**src/design/nvqt_pkg.sv**
```systemverilog
`timescale 1ns / 1ps

package nvqt_pkg;

   // Default sizing of the table
   localparam int MAX_VERTICES_DEF = 64;
   localparam int COORD_WIDTH_DEF  = 16;

   // Fixed field widths
   localparam int OP_W     = 2;
   localparam int INDEX_W  = 7;
   localparam int VINDEX_W = 6;
   localparam int COUNT_W  = 7;

   // Operation codes carried by a request transaction
   typedef enum logic [OP_W-1:0] {
      OP_WRITE   = 2'd0,
      OP_READ    = 2'd1,
      OP_NEAREST = 2'd2,
      OP_RECT    = 2'd3
   } op_type;

   // Controller states
   typedef enum logic [2:0] {
      ST_IDLE,
      ST_ACCESS,
      ST_RESPOND,
      ST_SETUP,
      ST_SCAN,
      ST_FINAL
   } state_type;

   // Commands from the controller to the datapath
   typedef struct packed {
      logic load;         // latch the request fields
      logic access;       // single-entry write or read
      logic init;         // clear the scan and load radius squared
      logic scan;         // run the scan pipeline
      logic emit_access;  // load the response of a write or read
      logic emit_final;   // load the closing response of a query
   } cmd_type;

   // Status from the datapath to the controller
   typedef struct packed {
      logic issue_done;   // every active entry has been read
      logic pipe_busy;    // reads still travel through the pipeline
      logic out_free;     // response register can take a value
   } status_type;

endpackage

```
**src/design/nvqt_if.sv**
```systemverilog
`timescale 1ns / 1ps

interface nvqt_req_if #(
   parameter int COORD_WIDTH = nvqt_pkg::COORD_WIDTH_DEF
);
   import nvqt_pkg::*;

   logic                          valid;
   logic                          ready;
   op_type                        operation;
   logic [INDEX_W-1:0]            index;
   logic signed [COORD_WIDTH-1:0] pos_x;
   logic signed [COORD_WIDTH-1:0] pos_y;
   logic signed [COORD_WIDTH-1:0] bound_x;
   logic signed [COORD_WIDTH-1:0] bound_y;
   logic [COORD_WIDTH-1:0]        radius;

   modport source (
      output valid, operation, index, pos_x, pos_y, bound_x, bound_y, radius,
      input  ready
   );

   modport sink (
      input  valid, operation, index, pos_x, pos_y, bound_x, bound_y, radius,
      output ready
   );
endinterface

interface nvqt_rsp_if #(
   parameter int COORD_WIDTH = nvqt_pkg::COORD_WIDTH_DEF
);
   import nvqt_pkg::*;

   logic                          valid;
   logic                          ready;
   logic                          found;
   logic [VINDEX_W-1:0]           vertex_index;
   logic signed [COORD_WIDTH-1:0] out_x;
   logic signed [COORD_WIDTH-1:0] out_y;
   logic                          last;

   modport source (
      output valid, found, vertex_index, out_x, out_y, last,
      input  ready
   );

   modport sink (
      input  valid, found, vertex_index, out_x, out_y, last,
      output ready
   );
endinterface

```
**src/design/nvqt_ctrl.sv**
```systemverilog
`timescale 1ns / 1ps

module nvqt_ctrl (
   input  logic                 clock,
   input  logic                 reset,
   input  logic                 req_valid,
   input  nvqt_pkg::op_type     req_op,
   input  nvqt_pkg::status_type status,
   output logic                 req_ready,
   output nvqt_pkg::cmd_type    cmd
);
   import nvqt_pkg::*;

   state_type state_ff;
   state_type state_in;

   // Hold the state register
   always_ff @(posedge clock) begin
      if (reset) begin
         state_ff <= ST_IDLE;
      end else begin
         state_ff <= state_in;
      end
   end

   // Pick the next state
   always_comb begin
      state_in = state_ff;
      unique case (state_ff)
         ST_IDLE: begin
            if (req_valid) begin
               unique case (req_op) inside
                  OP_WRITE, OP_READ:  state_in = ST_ACCESS;
                  OP_NEAREST, OP_RECT: state_in = ST_SETUP;
                  default:            state_in = ST_SETUP;
               endcase
            end
         end
         ST_ACCESS:  state_in = ST_RESPOND;
         ST_RESPOND: begin
            if (status.out_free) state_in = ST_IDLE;
         end
         ST_SETUP:   state_in = ST_SCAN;
         ST_SCAN: begin
            if (status.issue_done && !status.pipe_busy) state_in = ST_FINAL;
         end
         ST_FINAL: begin
            if (status.out_free) state_in = ST_IDLE;
         end
         default:    state_in = ST_IDLE;
      endcase
   end

   // Drive commands for the current state
   always_comb begin
      req_ready = 1'b0;
      cmd       = '0;
      unique case (state_ff)
         ST_IDLE: begin
            req_ready = 1'b1;
            cmd.load  = req_valid;
         end
         ST_ACCESS:  cmd.access      = 1'b1;
         ST_RESPOND: cmd.emit_access = status.out_free;
         ST_SETUP:   cmd.init        = 1'b1;
         ST_SCAN:    cmd.scan        = 1'b1;
         ST_FINAL:   cmd.emit_final  = status.out_free;
         default:    cmd             = '0;
      endcase
   end

endmodule

```
**src/design/nvqt_datapath.sv**
```systemverilog
`timescale 1ns / 1ps

module nvqt_datapath #(
   parameter int MAX_VERTICES = nvqt_pkg::MAX_VERTICES_DEF,
   parameter int COORD_WIDTH  = nvqt_pkg::COORD_WIDTH_DEF
) (
   input  logic                              clock,
   input  logic                              reset,
   input  logic                              csr_wr_en,
   input  logic [nvqt_pkg::COUNT_W-1:0]      csr_wr_data,
   input  nvqt_pkg::op_type                  req_operation,
   input  logic [nvqt_pkg::INDEX_W-1:0]      req_index,
   input  logic signed [COORD_WIDTH-1:0]     req_pos_x,
   input  logic signed [COORD_WIDTH-1:0]     req_pos_y,
   input  logic signed [COORD_WIDTH-1:0]     req_bound_x,
   input  logic signed [COORD_WIDTH-1:0]     req_bound_y,
   input  logic [COORD_WIDTH-1:0]            req_radius,
   input  nvqt_pkg::cmd_type                 cmd,
   output nvqt_pkg::status_type              status,
   nvqt_rsp_if.source                        rsp_bus
);
   import nvqt_pkg::*;

   localparam int CW    = COORD_WIDTH;
   localparam int AW    = (MAX_VERTICES > 1) ? $clog2(MAX_VERTICES) : 1;
   localparam int CNT_W = $clog2(MAX_VERTICES + 1);
   localparam int CMP_W = (CNT_W > COUNT_W) ? CNT_W : COUNT_W;
   localparam int DW    = 2 * CW + 1;

   // Count register and latched request
   logic [COUNT_W-1:0]   count_ff;
   op_type               op_ff;
   logic [INDEX_W-1:0]   idx_ff;
   logic signed [CW-1:0] px_ff;
   logic signed [CW-1:0] py_ff;
   logic signed [CW-1:0] bx_ff;
   logic signed [CW-1:0] by_ff;
   logic [CW-1:0]        rad_ff;

   // Vertex table, {y, x} per entry
   logic [2*CW-1:0]      mem [MAX_VERTICES];
   logic [2*CW-1:0]      rd_ff;

   // Scan pipeline
   logic [CNT_W-1:0]     addr_ff;
   logic [CNT_W-1:0]     n_cnt;
   logic                 s1_valid_ff;
   logic [AW-1:0]        s1_idx_ff;
   logic                 s2_valid_ff;
   logic                 s2_match_ff;
   logic [AW-1:0]        s2_idx_ff;
   logic signed [CW-1:0] s2_x_ff;
   logic signed [CW-1:0] s2_y_ff;
   logic [2*CW-1:0]      dx2_ff;
   logic [2*CW-1:0]      dy2_ff;

   // Best hit of a nearest query, or pending result of a rectangle query
   logic [DW-1:0]        best_ff;
   logic                 have_ff;
   logic [AW-1:0]        hit_idx_ff;
   logic signed [CW-1:0] hit_x_ff;
   logic signed [CW-1:0] hit_y_ff;

   // Response register
   logic                 rsp_valid_ff;
   logic                 rsp_found_ff;
   logic [VINDEX_W-1:0]  rsp_idx_ff;
   logic signed [CW-1:0] rsp_x_ff;
   logic signed [CW-1:0] rsp_y_ff;
   logic                 rsp_last_ff;

   logic                 idx_ok;
   logic                 out_free;
   logic                 advance;
   logic                 issue;
   logic                 spill;
   logic                 emit;
   logic                 rd_en;
   logic [AW-1:0]        acc_addr;
   logic [AW-1:0]        rd_addr;
   logic signed [CW-1:0] rd_x;
   logic signed [CW-1:0] rd_y;
   logic [CW:0]          dx;
   logic [CW:0]          dy;
   logic [CW:0]          dx_neg;
   logic [CW:0]          dy_neg;
   logic [CW-1:0]        mag_x;
   logic [CW-1:0]        mag_y;
   logic                 in_rect;
   logic [2*CW-1:0]      rad_sq;
   logic [DW-1:0]        d2;

   // Hold the vertex count
   always_ff @(posedge clock) begin
      if (reset) begin
         count_ff <= '0;
      end else if (csr_wr_en) begin
         count_ff <= csr_wr_data;
      end
   end

   // Clamp the count to the table size
   always_comb begin
      if (CMP_W'(count_ff) > CMP_W'(MAX_VERTICES)) begin
         n_cnt = CNT_W'(MAX_VERTICES);
      end else begin
         n_cnt = CNT_W'(count_ff);
      end
   end

   assign idx_ok = CMP_W'(idx_ff) < CMP_W'(n_cnt);

   // Latch the accepted transaction
   always_ff @(posedge clock) begin
      if (cmd.load) begin
         op_ff  <= req_operation;
         idx_ff <= req_index;
         px_ff  <= req_pos_x;
         py_ff  <= req_pos_y;
         bx_ff  <= req_bound_x;
         by_ff  <= req_bound_y;
         rad_ff <= req_radius;
      end
   end

   // Pipeline moves only when the response register can take a result
   assign out_free = !rsp_valid_ff || rsp_bus.ready;
   assign advance  = cmd.scan && out_free;
   assign issue    = advance && (addr_ff < n_cnt);

   // Table port: access reads at the request index, the scan at its counter
   assign acc_addr = AW'(idx_ff);
   assign rd_addr  = cmd.access ? acc_addr : addr_ff[AW-1:0];
   assign rd_en    = (cmd.access && (op_ff == OP_READ)) || issue;

   always_ff @(posedge clock) begin
      if (cmd.access && (op_ff == OP_WRITE) && idx_ok) begin
         mem[acc_addr] <= {py_ff, px_ff};
      end
      if (rd_en) begin
         rd_ff <= mem[rd_addr];
      end
   end

   assign rd_x = rd_ff[CW-1:0];
   assign rd_y = rd_ff[2*CW-1:CW];

   // Advance the scan counter and stage valids
   always_ff @(posedge clock) begin
      if (reset || cmd.init) begin
         addr_ff     <= '0;
         s1_valid_ff <= 1'b0;
         s2_valid_ff <= 1'b0;
      end else if (advance) begin
         if (issue) addr_ff <= addr_ff + 1'b1;
         s1_valid_ff <= issue;
         s2_valid_ff <= s1_valid_ff;
      end
   end

   always_ff @(posedge clock) begin
      if (issue) s1_idx_ff <= addr_ff[AW-1:0];
   end

   // Absolute differences to the query point and box test
   assign dx     = {rd_x[CW-1], rd_x} - {px_ff[CW-1], px_ff};
   assign dy     = {rd_y[CW-1], rd_y} - {py_ff[CW-1], py_ff};
   assign dx_neg = -dx;
   assign dy_neg = -dy;
   assign mag_x  = dx[CW] ? dx_neg[CW-1:0] : dx[CW-1:0];
   assign mag_y  = dy[CW] ? dy_neg[CW-1:0] : dy[CW-1:0];
   assign in_rect = (rd_x >= px_ff) && (rd_x <= bx_ff) &&
                    (rd_y >= py_ff) && (rd_y <= by_ff);

   // Square the differences
   always_ff @(posedge clock) begin
      if (advance && s1_valid_ff) begin
         s2_idx_ff   <= s1_idx_ff;
         s2_x_ff     <= rd_x;
         s2_y_ff     <= rd_y;
         s2_match_ff <= in_rect;
         dx2_ff      <= mag_x * mag_x;
         dy2_ff      <= mag_y * mag_y;
      end
   end

   assign rad_sq = rad_ff * rad_ff;
   assign d2     = DW'(dx2_ff) + DW'(dy2_ff);

   // Spill the pending rectangle hit when a newer one arrives
   assign spill = advance && s2_valid_ff && (op_ff == OP_RECT) && s2_match_ff && have_ff;

   // Keep the strictly closest hit, or the latest box hit
   always_ff @(posedge clock) begin
      if (reset) begin
         have_ff <= 1'b0;
      end else if (cmd.init) begin
         have_ff <= 1'b0;
         best_ff <= DW'(rad_sq);
      end else if (advance && s2_valid_ff) begin
         if (op_ff == OP_NEAREST) begin
            if (d2 < best_ff) begin
               best_ff    <= d2;
               have_ff    <= 1'b1;
               hit_idx_ff <= s2_idx_ff;
               hit_x_ff   <= s2_x_ff;
               hit_y_ff   <= s2_y_ff;
            end
         end else if (s2_match_ff) begin
            have_ff    <= 1'b1;
            hit_idx_ff <= s2_idx_ff;
            hit_x_ff   <= s2_x_ff;
            hit_y_ff   <= s2_y_ff;
         end
      end
   end

   // Response register
   assign emit = cmd.emit_access || cmd.emit_final || spill;

   always_ff @(posedge clock) begin
      if (reset) begin
         rsp_valid_ff <= 1'b0;
      end else if (out_free) begin
         rsp_valid_ff <= emit;
      end
   end

   always_ff @(posedge clock) begin
      if (out_free && emit) begin
         if (cmd.emit_access) begin
            rsp_found_ff <= idx_ok;
            rsp_idx_ff   <= idx_ok ? VINDEX_W'(idx_ff) : '0;
            rsp_x_ff     <= !idx_ok ? '0 : ((op_ff == OP_WRITE) ? px_ff : rd_x);
            rsp_y_ff     <= !idx_ok ? '0 : ((op_ff == OP_WRITE) ? py_ff : rd_y);
            rsp_last_ff  <= 1'b1;
         end else if (cmd.emit_final) begin
            rsp_found_ff <= have_ff;
            rsp_idx_ff   <= have_ff ? VINDEX_W'(hit_idx_ff) : '0;
            rsp_x_ff     <= have_ff ? hit_x_ff : '0;
            rsp_y_ff     <= have_ff ? hit_y_ff : '0;
            rsp_last_ff  <= 1'b1;
         end else begin
            rsp_found_ff <= 1'b1;
            rsp_idx_ff   <= VINDEX_W'(hit_idx_ff);
            rsp_x_ff     <= hit_x_ff;
            rsp_y_ff     <= hit_y_ff;
            rsp_last_ff  <= 1'b0;
         end
      end
   end

   assign rsp_bus.valid        = rsp_valid_ff;
   assign rsp_bus.found        = rsp_found_ff;
   assign rsp_bus.vertex_index = rsp_idx_ff;
   assign rsp_bus.out_x        = rsp_x_ff;
   assign rsp_bus.out_y        = rsp_y_ff;
   assign rsp_bus.last         = rsp_last_ff;

   // Report to the controller
   assign status.issue_done = (addr_ff == n_cnt);
   assign status.pipe_busy  = s1_valid_ff || s2_valid_ff;
   assign status.out_free   = out_free;

endmodule

```
**src/design/nearest_vertex_query_table.sv**
```systemverilog
`timescale 1ns / 1ps
// Write and read: the request is latched, the table entry is written or read, and the result
// is loaded into the response register once it is free. Nearest and rectangle queries over n
// active vertices make one table read per cycle while the response register is free.
// One request is in flight at a time; a new one is taken while its last result waits.
// Reset (synchronous, active high) clears the vertex count and control; the table
// contents are not cleared and hold nothing defined until written.

module nearest_vertex_query_table #(
   parameter int MAX_VERTICES = nvqt_pkg::MAX_VERTICES_DEF,
   parameter int COORD_WIDTH  = nvqt_pkg::COORD_WIDTH_DEF
) (
   input  logic                         clock,
   input  logic                         reset,
   input  logic                         csr_wr_en,
   input  logic [nvqt_pkg::COUNT_W-1:0] csr_wr_data,
   nvqt_req_if.sink                     req_bus,
   nvqt_rsp_if.source                   rsp_bus
);
   import nvqt_pkg::*;

   cmd_type    cmd;
   status_type status;
   logic       req_ready;

   assign req_bus.ready = req_ready;

   // Sequence each transaction
   nvqt_ctrl u_ctrl (
      .clock     (clock),
      .reset     (reset),
      .req_valid (req_bus.valid),
      .req_op    (req_bus.operation),
      .status    (status),
      .req_ready (req_ready),
      .cmd       (cmd)
   );

   // Table, scan pipeline and response register
   nvqt_datapath #(
      .MAX_VERTICES (MAX_VERTICES),
      .COORD_WIDTH  (COORD_WIDTH)
   ) u_datapath (
      .clock         (clock),
      .reset         (reset),
      .csr_wr_en     (csr_wr_en),
      .csr_wr_data   (csr_wr_data),
      .req_operation (req_bus.operation),
      .req_index     (req_bus.index),
      .req_pos_x     (req_bus.pos_x),
      .req_pos_y     (req_bus.pos_y),
      .req_bound_x   (req_bus.bound_x),
      .req_bound_y   (req_bus.bound_y),
      .req_radius    (req_bus.radius),
      .cmd           (cmd),
      .status        (status),
      .rsp_bus       (rsp_bus)
   );

endmodule

```
**src/flat_wrapper.sv**
```systemverilog
// flat-port wrapper written by rule: the top's interface ports become plain ports
module nearest_vertex_query_table_flat import nvqt_pkg::*;
#(
   parameter int MAX_VERTICES = nvqt_pkg::MAX_VERTICES_DEF,
   parameter int COORD_WIDTH  = nvqt_pkg::COORD_WIDTH_DEF
)
  (clock, reset, csr_wr_en, csr_wr_data, req_bus_valid, req_bus_operation, req_bus_index, req_bus_pos_x, req_bus_pos_y, req_bus_bound_x, req_bus_bound_y, req_bus_radius, req_bus_ready, rsp_bus_valid, rsp_bus_found, rsp_bus_vertex_index, rsp_bus_out_x, rsp_bus_out_y, rsp_bus_last, rsp_bus_ready);
  nvqt_req_if #(.COORD_WIDTH(COORD_WIDTH)) req_bus_i ();
  nvqt_rsp_if #(.COORD_WIDTH(COORD_WIDTH)) rsp_bus_i ();
  input  logic clock;
  input  logic reset;
  input  logic csr_wr_en;
  input  logic [nvqt_pkg::COUNT_W-1:0] csr_wr_data;
  input wire logic [$bits(req_bus_i.valid)-1:0] req_bus_valid;
  input wire logic [$bits(req_bus_i.operation)-1:0] req_bus_operation;
  input wire logic [$bits(req_bus_i.index)-1:0] req_bus_index;
  input wire logic [$bits(req_bus_i.pos_x)-1:0] req_bus_pos_x;
  input wire logic [$bits(req_bus_i.pos_y)-1:0] req_bus_pos_y;
  input wire logic [$bits(req_bus_i.bound_x)-1:0] req_bus_bound_x;
  input wire logic [$bits(req_bus_i.bound_y)-1:0] req_bus_bound_y;
  input wire logic [$bits(req_bus_i.radius)-1:0] req_bus_radius;
  output wire logic [$bits(req_bus_i.ready)-1:0] req_bus_ready;
  output wire logic [$bits(rsp_bus_i.valid)-1:0] rsp_bus_valid;
  output wire logic [$bits(rsp_bus_i.found)-1:0] rsp_bus_found;
  output wire logic [$bits(rsp_bus_i.vertex_index)-1:0] rsp_bus_vertex_index;
  output wire logic [$bits(rsp_bus_i.out_x)-1:0] rsp_bus_out_x;
  output wire logic [$bits(rsp_bus_i.out_y)-1:0] rsp_bus_out_y;
  output wire logic [$bits(rsp_bus_i.last)-1:0] rsp_bus_last;
  input wire logic [$bits(rsp_bus_i.ready)-1:0] rsp_bus_ready;
  assign req_bus_i.valid = req_bus_valid;
  assign req_bus_i.operation = req_bus_operation;
  assign req_bus_i.index = req_bus_index;
  assign req_bus_i.pos_x = req_bus_pos_x;
  assign req_bus_i.pos_y = req_bus_pos_y;
  assign req_bus_i.bound_x = req_bus_bound_x;
  assign req_bus_i.bound_y = req_bus_bound_y;
  assign req_bus_i.radius = req_bus_radius;
  assign req_bus_ready = req_bus_i.ready;
  assign rsp_bus_valid = rsp_bus_i.valid;
  assign rsp_bus_found = rsp_bus_i.found;
  assign rsp_bus_vertex_index = rsp_bus_i.vertex_index;
  assign rsp_bus_out_x = rsp_bus_i.out_x;
  assign rsp_bus_out_y = rsp_bus_i.out_y;
  assign rsp_bus_last = rsp_bus_i.last;
  assign rsp_bus_i.ready = rsp_bus_ready;
  nearest_vertex_query_table #(.MAX_VERTICES(MAX_VERTICES), .COORD_WIDTH(COORD_WIDTH)) u_core (.clock(clock), .reset(reset), .csr_wr_en(csr_wr_en), .csr_wr_data(csr_wr_data), .req_bus(req_bus_i), .rsp_bus(rsp_bus_i));
endmodule
```
**config.mk**
```make
export PLATFORM = sky130hd
export DESIGN_NAME = nearest_vertex_query_table_flat
export DESIGN_NICKNAME = d
export VERILOG_FILES = /design/src/design/nvqt_pkg.sv /design/src/design/nvqt_if.sv /design/src/design/nvqt_ctrl.sv /design/src/design/nvqt_datapath.sv /design/src/design/nearest_vertex_query_table.sv /design/src/flat_wrapper.sv
export SDC_FILE = /design/constraint.sdc
export NUM_CORES = 2
export LEC_CHECK = 0
export BUFFER_PORTS_ARGS = -buffer_cell sky130_fd_sc_hd__buf_2
export CAP_MARGIN = 25
export CORE_MARGIN = 1.5
export CORE_UTILIZATION = 25
export DETAILED_ROUTE_END_ITERATION = 8
export GPL_ROUTABILITY_DRIVEN = 0
export REMOVE_ABC_BUFFERS = 1
export SYNTH_ARGS = -nofsm -noshare
export SYNTH_HDL_FRONTEND = slang
export SYNTH_SLANG_ARGS = --single-unit
```
**constraint.sdc**
```tcl
create_clock -name clock -period 15.05 [get_ports clock]
set_clock_uncertainty 0.2 [all_clocks]
set_input_delay 0.7525 -clock clock [delete_from_list [all_inputs] [get_ports clock]]
set_output_delay 0.7525 -clock clock [all_outputs]
set_load 0.03 [all_outputs]
```
* Word level (Yosys, flattened, before mapping)
Memories as Yosys holds them, arrays and structs flattened. A register that Yosys moved wholly into a read port is not among the register bits.
Cells that the tools add are included.
** Word-level totals
- Register bits :: 330
- Bits in writable memories :: 2048
- Input port bits :: 101
- Output and inout bits :: 42
- Word-level logic and storage cells :: 154
- Memories kept :: 1
** Cells by class
- $add $sub $neg :: 6
- Multipliers :: 3
- Magnitude comparators :: 8
- Equality and inequality tests :: 14
- Multiplexer cells :: 51
- Bitwise operators :: 2
- Reductions and logical operators :: 38
** Memories
- u_core.u_datapath.mem :: words 64, bits a word 32, rd ports 1, clocked after memory_dff 1, write ports 1, line nvqt_datapath.sv:41 : logic [2*CW-1:0] mem [MAX_VERTICES];
** Operators with widths (count)
- two-way mux 16 bit :: 18
- two-way mux 33 bit :: 3
- multiplier 16 x 16 -> 32 bit :: 3
- two-way mux 6 bit :: 8
- subtractor 16 x 16 -> 17 bit :: 2
- adder 32 x 32 -> 33 bit :: 1
- < comparator 33 bit :: 1
- greater-or-equal comparator 16 bit :: 2
- <= comparator 16 bit :: 2
- two-way mux 32 bit :: 1
- negation 16 bit :: 2
- logical AND 1 bit :: 15
- two-way mux 1 bit :: 15
- one-hot mux 3 bit (5 select lines) :: 1
- < comparator 7 bit :: 2
- two-way mux 3 bit :: 3
- nonzero test 2 bit :: 4
- adder 7 x 1 -> 7 bit, second input constant :: 1
- == test 7 bit :: 1
- > comparator 7 bit, second input constant :: 1
- two-way mux 7 bit :: 1
- == test 3 x 2 -> 1 bit, second input constant :: 2
- == test 3 bit, second input constant :: 2
- logical OR 1 bit :: 6
- 15 further kinds :: 25

* Logic depth before layout (Yosys ltp)
- Depth after elaboration :: 9
- Mapped depth :: 40

* By module
A second synthesis with hierarchy kept.
** Second synthesis, totals
- Cell total of the unflattened synthesis :: 7537
- Area, all modules :: 117448.9 um2
** By module, submodules not included
- nvqt_datapath :: instances 1, cells an instance 7512, area each 117241.2 um2, seq. area each 72039.1 um2
- nvqt_ctrl :: instances 1, cells an instance 25, area each 207.7 um2, seq. area each 60.1 um2

* Worst setup path before layout
No wires, ideal clock.
- Path kind :: reg2reg
- Start :: register u_core.u_datapath.py_ff[2]
- End :: register u_core.u_datapath.dy2_ff[31] (data pin)
- Setup time :: 260 ps
- Arrival :: 9689 ps
- Data required time :: 14590 ps
- Slack :: 4902 ps
- Stages on the path, launching flop included :: 34
- Path buffers :: 1
- Cells stage by stage :: edfxtp_1 inv_1 ha_1 nor2b_1 o31a_1 or2_0 a211o_1 a2111oi_4 and2_1 nor3b_1 a21oi_1 xnor2_2 inv_2 clkbuf_1 nand2_1 fa_1 fa_1 fa_1 fa_1 fa_1 fa_1 inv_1 ha_1 and3_1 a221o_1 a21oi_1 o21ai_1 o31a_1 a41o_1 o41ai_1 nor2_1 a211oi_1 o21ai_0 xnor2_1
** On the way
- Cells in the longest elaborated chain, start to end :: 4
** RTL lines
- start, declared :: line nvqt_datapath.sv:35 : logic signed [CW-1:0] py_ff;
- start signal, assigned :: line nvqt_datapath.sv:119 : py_ff <= req_pos_y;
- subtractor 16 x 16 -> 17 bit * :: line nvqt_datapath.sv:167 : assign dy = {rd_y[CW-1], rd_y} - {py_ff[CW-1], py_ff};
- negation 16 bit :: line nvqt_datapath.sv:169 : assign dy_neg = -dy;
- two-way mux 16 bit * :: line nvqt_datapath.sv:171 : assign mag_y = dy[CW] ? dy_neg[CW-1:0] : dy[CW-1:0];
- multiplier 16 x 16 -> 32 bit * :: line nvqt_datapath.sv:183 : dy2_ff <= mag_y * mag_y;
- end signal, assigned :: line nvqt_datapath.sv:183
- end, declared :: line nvqt_datapath.sv:55 : logic [2*CW-1:0] dy2_ff;
Mark *: on every way between the ends. The rest lies on a longest branch, timed or not.
A chain may end at the register's enable or synchronous reset.

* Worst setup path in the final report
Same ends and word-level chain as after synthesis.

==> metrics.txt <==
I/O pin cnt 143; cell area after synthesis 119700 sq um; R2R Path Start u_core.u_datapath.py_ff[2]$_DFFE_PP_; share of layout cells above drive strength 1 8.232%; Hold Path Depth 1; Final Critical Period 10.97 ns; core area 475800 sq um; Syn Inst Count 9940; Synth Register Bits 2408; Rel. slew slack 25.30%; starting density of the core 25.15%; DRT antenna net count 0; Startpoint Class register; Reg clk slew, reported paths 0.06 ns; die area 482800 sq um; commonest non-fill, non-tap cell in the layout edfxtp_1; Tightest Pin Transition 1.118 ns; ranking of synthesized cells by area edfxtp_1 (60%), fa_1 (8.2%), nand2_1 (7.4%); Peak Freq 91.19 MHz; placed instance count 16140; nets@finish 11140; CTS tree yes; top_reg_cell synth edfxtp_1; Via density 4.663; Yosys top cell by area edfxtp_1; WP data required 15.44 ns; HPWL after DPL 204500 um; aggregate global-route resource usage 13.70%; Final Setup Violations 0; post-route DRC violation count 0; post-synth cell types 97; most frequent CP cell fa_1; clk_lat worst skew 0.89 ns; CP max stage cell xor2_1; Post-Route WL 341900 um; pin count of the biggest net entering global routing 154; Hold Crit Class in2reg; Max stage delay on crit path 0.73 ns; Critical Path End Type register; first-pass GRT wire length 502800 um; FF-to-FF path depth 33; Worst Hold End u_core.u_datapath.px_ff[9]$_DFFE_PP_; run status finished, final reports clean; CTS Buf Count 262; vias in the first global route 76830; Detailed Routing Iterations Pass 1 6; clock sink total 2408; Final Cycle Share 72.87%; Hold Startpoint req_bus_pos_x[9]; htree depth 5; register area share after synthesis 60.25%; Rows 253; CP arrival 11.36 ns; RSZ-0062 raised after global routing no; Synth warnings 0; die span in x 694.8 um; CTS Buffer Depth 4; 1st-iter DRT viols 6961; Non-Filler Instances 16700; routed len/inst 20.47 um; synthesized area per cell 12.04 sq um; most frequent cells in the layout edfxtp_1 (2387), nand2_1 (2367), inv_1 (850); area share of the leading cell type in the synthesized netlist 59.90%; WS Path Type reg2reg; initial antenna violation count 25; end of the worst register-to-register path u_core.u_datapath.dy2_ff[31]$_DFFE_PP_; root buffer cell clkbuf_16; number of enable flip-flop cells after synthesis 2387; Async S/R FF share, synth 0%; CP max FO 66; Pins Over Slew Limit 0; Congestion Overflow GR 0; I/O Buffers 142; reg-to-reg slack, setup 4.08 ns; die height 694.8 um; max_cap viols 0; Final Hold Fails 0; vias after detailed routing 77880; area grow syn2layout 15.22%
critical path, delay by kind of cell, from the launching register on:
family	cells	cell delay [ns]
XOR/XNOR	2	0.87
AND/OR/NAND/NOR	8	1.47
buffers and inverters	4	0.93
AO/OA/AOI/OAI	11	3.19
flip-flops	1	0.32
adder cells (fa/ha/maj)	8	3.70
cell usage after synthesis, types with 58 or more instances:
master / number
edfxtp_1: 2387
nand2_1: 2369
inv_1: 850
nand3_1: 545
fa_1: 493
clkbuf_1: 461
ha_1: 429
a311oi_1: 386
nor2_1: 338
and3_1: 274
a21oi_1: 257
a31oi_1: 143
o21ai_0: 117
xnor2_1: 107
a211oi_1: 104
a21o_1: 78
xor2_1: 59
and2_1: 58
worst max-delay path by stage:
stage,slack [ns],end,depth (start not counted),from
floorplan,-21.67,u_core.u_datapath.rd_ff[0]$_DFFE_PP_,7,u_core.u_ctrl.state_ff[0]$_SDFFE_PP0P_
global placement,4.23,u_core.u_datapath.dy2_ff[31]$_DFFE_PP_,33,u_core.u_datapath.py_ff[2]$_DFFE_PP_
detailed placement,4.11,u_core.u_datapath.dy2_ff[31]$_DFFE_PP_,33,u_core.u_datapath.py_ff[2]$_DFFE_PP_
CTS,4.10,u_core.u_datapath.dy2_ff[31]$_DFFE_PP_,33,u_core.u_datapath.py_ff[2]$_DFFE_PP_
global route,3.43,u_core.u_datapath.dy2_ff[31]$_DFFE_PP_,33,u_core.u_datapath.py_ff[3]$_DFFE_PP_
finish,4.08,u_core.u_datapath.dy2_ff[31]$_DFFE_PP_,33,u_core.u_datapath.py_ff[2]$_DFFE_PP_
cell families (layout without fill, tap and decap cells):
group / count (synthesis) / after routing / synth area share [%]
buf+inv: 1386 / 1760 / 4.376
fa+ha+maj: 922 / 922 / 12.73
simple gates: 3770 / 3770 / 13.55
flops: 2408 / 2408 / 60.25
xor+xnor: 175 / 175 / 1.352
mux: 52 / 52 / 0.4402
compound gates: 1227 / 1227 / 7.300
other cells: 0 / 13 / 0
per-stage QoR:
stage,setup TNS (ns),utilization [%],worst slack (ns),hold WS (ns),area (sq um)
after floorplan,-693.59,-,-21.67,0.2003,117700
after global placement,0,27.05,4.228,0.2002,128700
after detailed placement,0,27.06,4.114,0.2045,128700
after CTS,0,28.97,4.104,0.003699,137800
after global routing,0,28.98,3.426,0.03788,137900
final,0,28.98,4.084,0.06469,137900
repair_timing:
| item | in CTS | in global routing |
|---|---|---|
| setup endpoints to repair | 0 | 0 |
| resized for setup | 0 | 0 |
| hold buffers | 91 | 0 |
| hold endpoints to repair | 91 | 0 |
| setup buffers | 0 | 0 |
layer usage:
metal  routed length, um  GRT usage, %
met1              140300         17.56
met2              166800         23.58
met3               22780         2.004
met4               11900         4.647
met5                  26             0
area by class of cell:
class,count,area (sq um)
well taps,6375,7976
flip-flops and latches,2408,72100
clock inverters,144,1301
diodes,13,32.53
fillers,48220,337900
repair buffers,429,3373
inverters,871,3269
clock buffers,316,6887
multi-input cells,6146,42930
state kept, by name, indices dropped and copies added, names as in the netlist, 31 cells and up:
register and flops:
u_core.u_datapath.rd_ff 32, u_core.u_datapath.best_ff 33, u_core.u_datapath.dx2_ff 31, u_core.u_datapath.dy2_ff 31, u_core.u_datapath.mem 2048
Power is not shown: default switching activity piles up to over one toggle a cycle in this logic, so the estimate is an artifact.
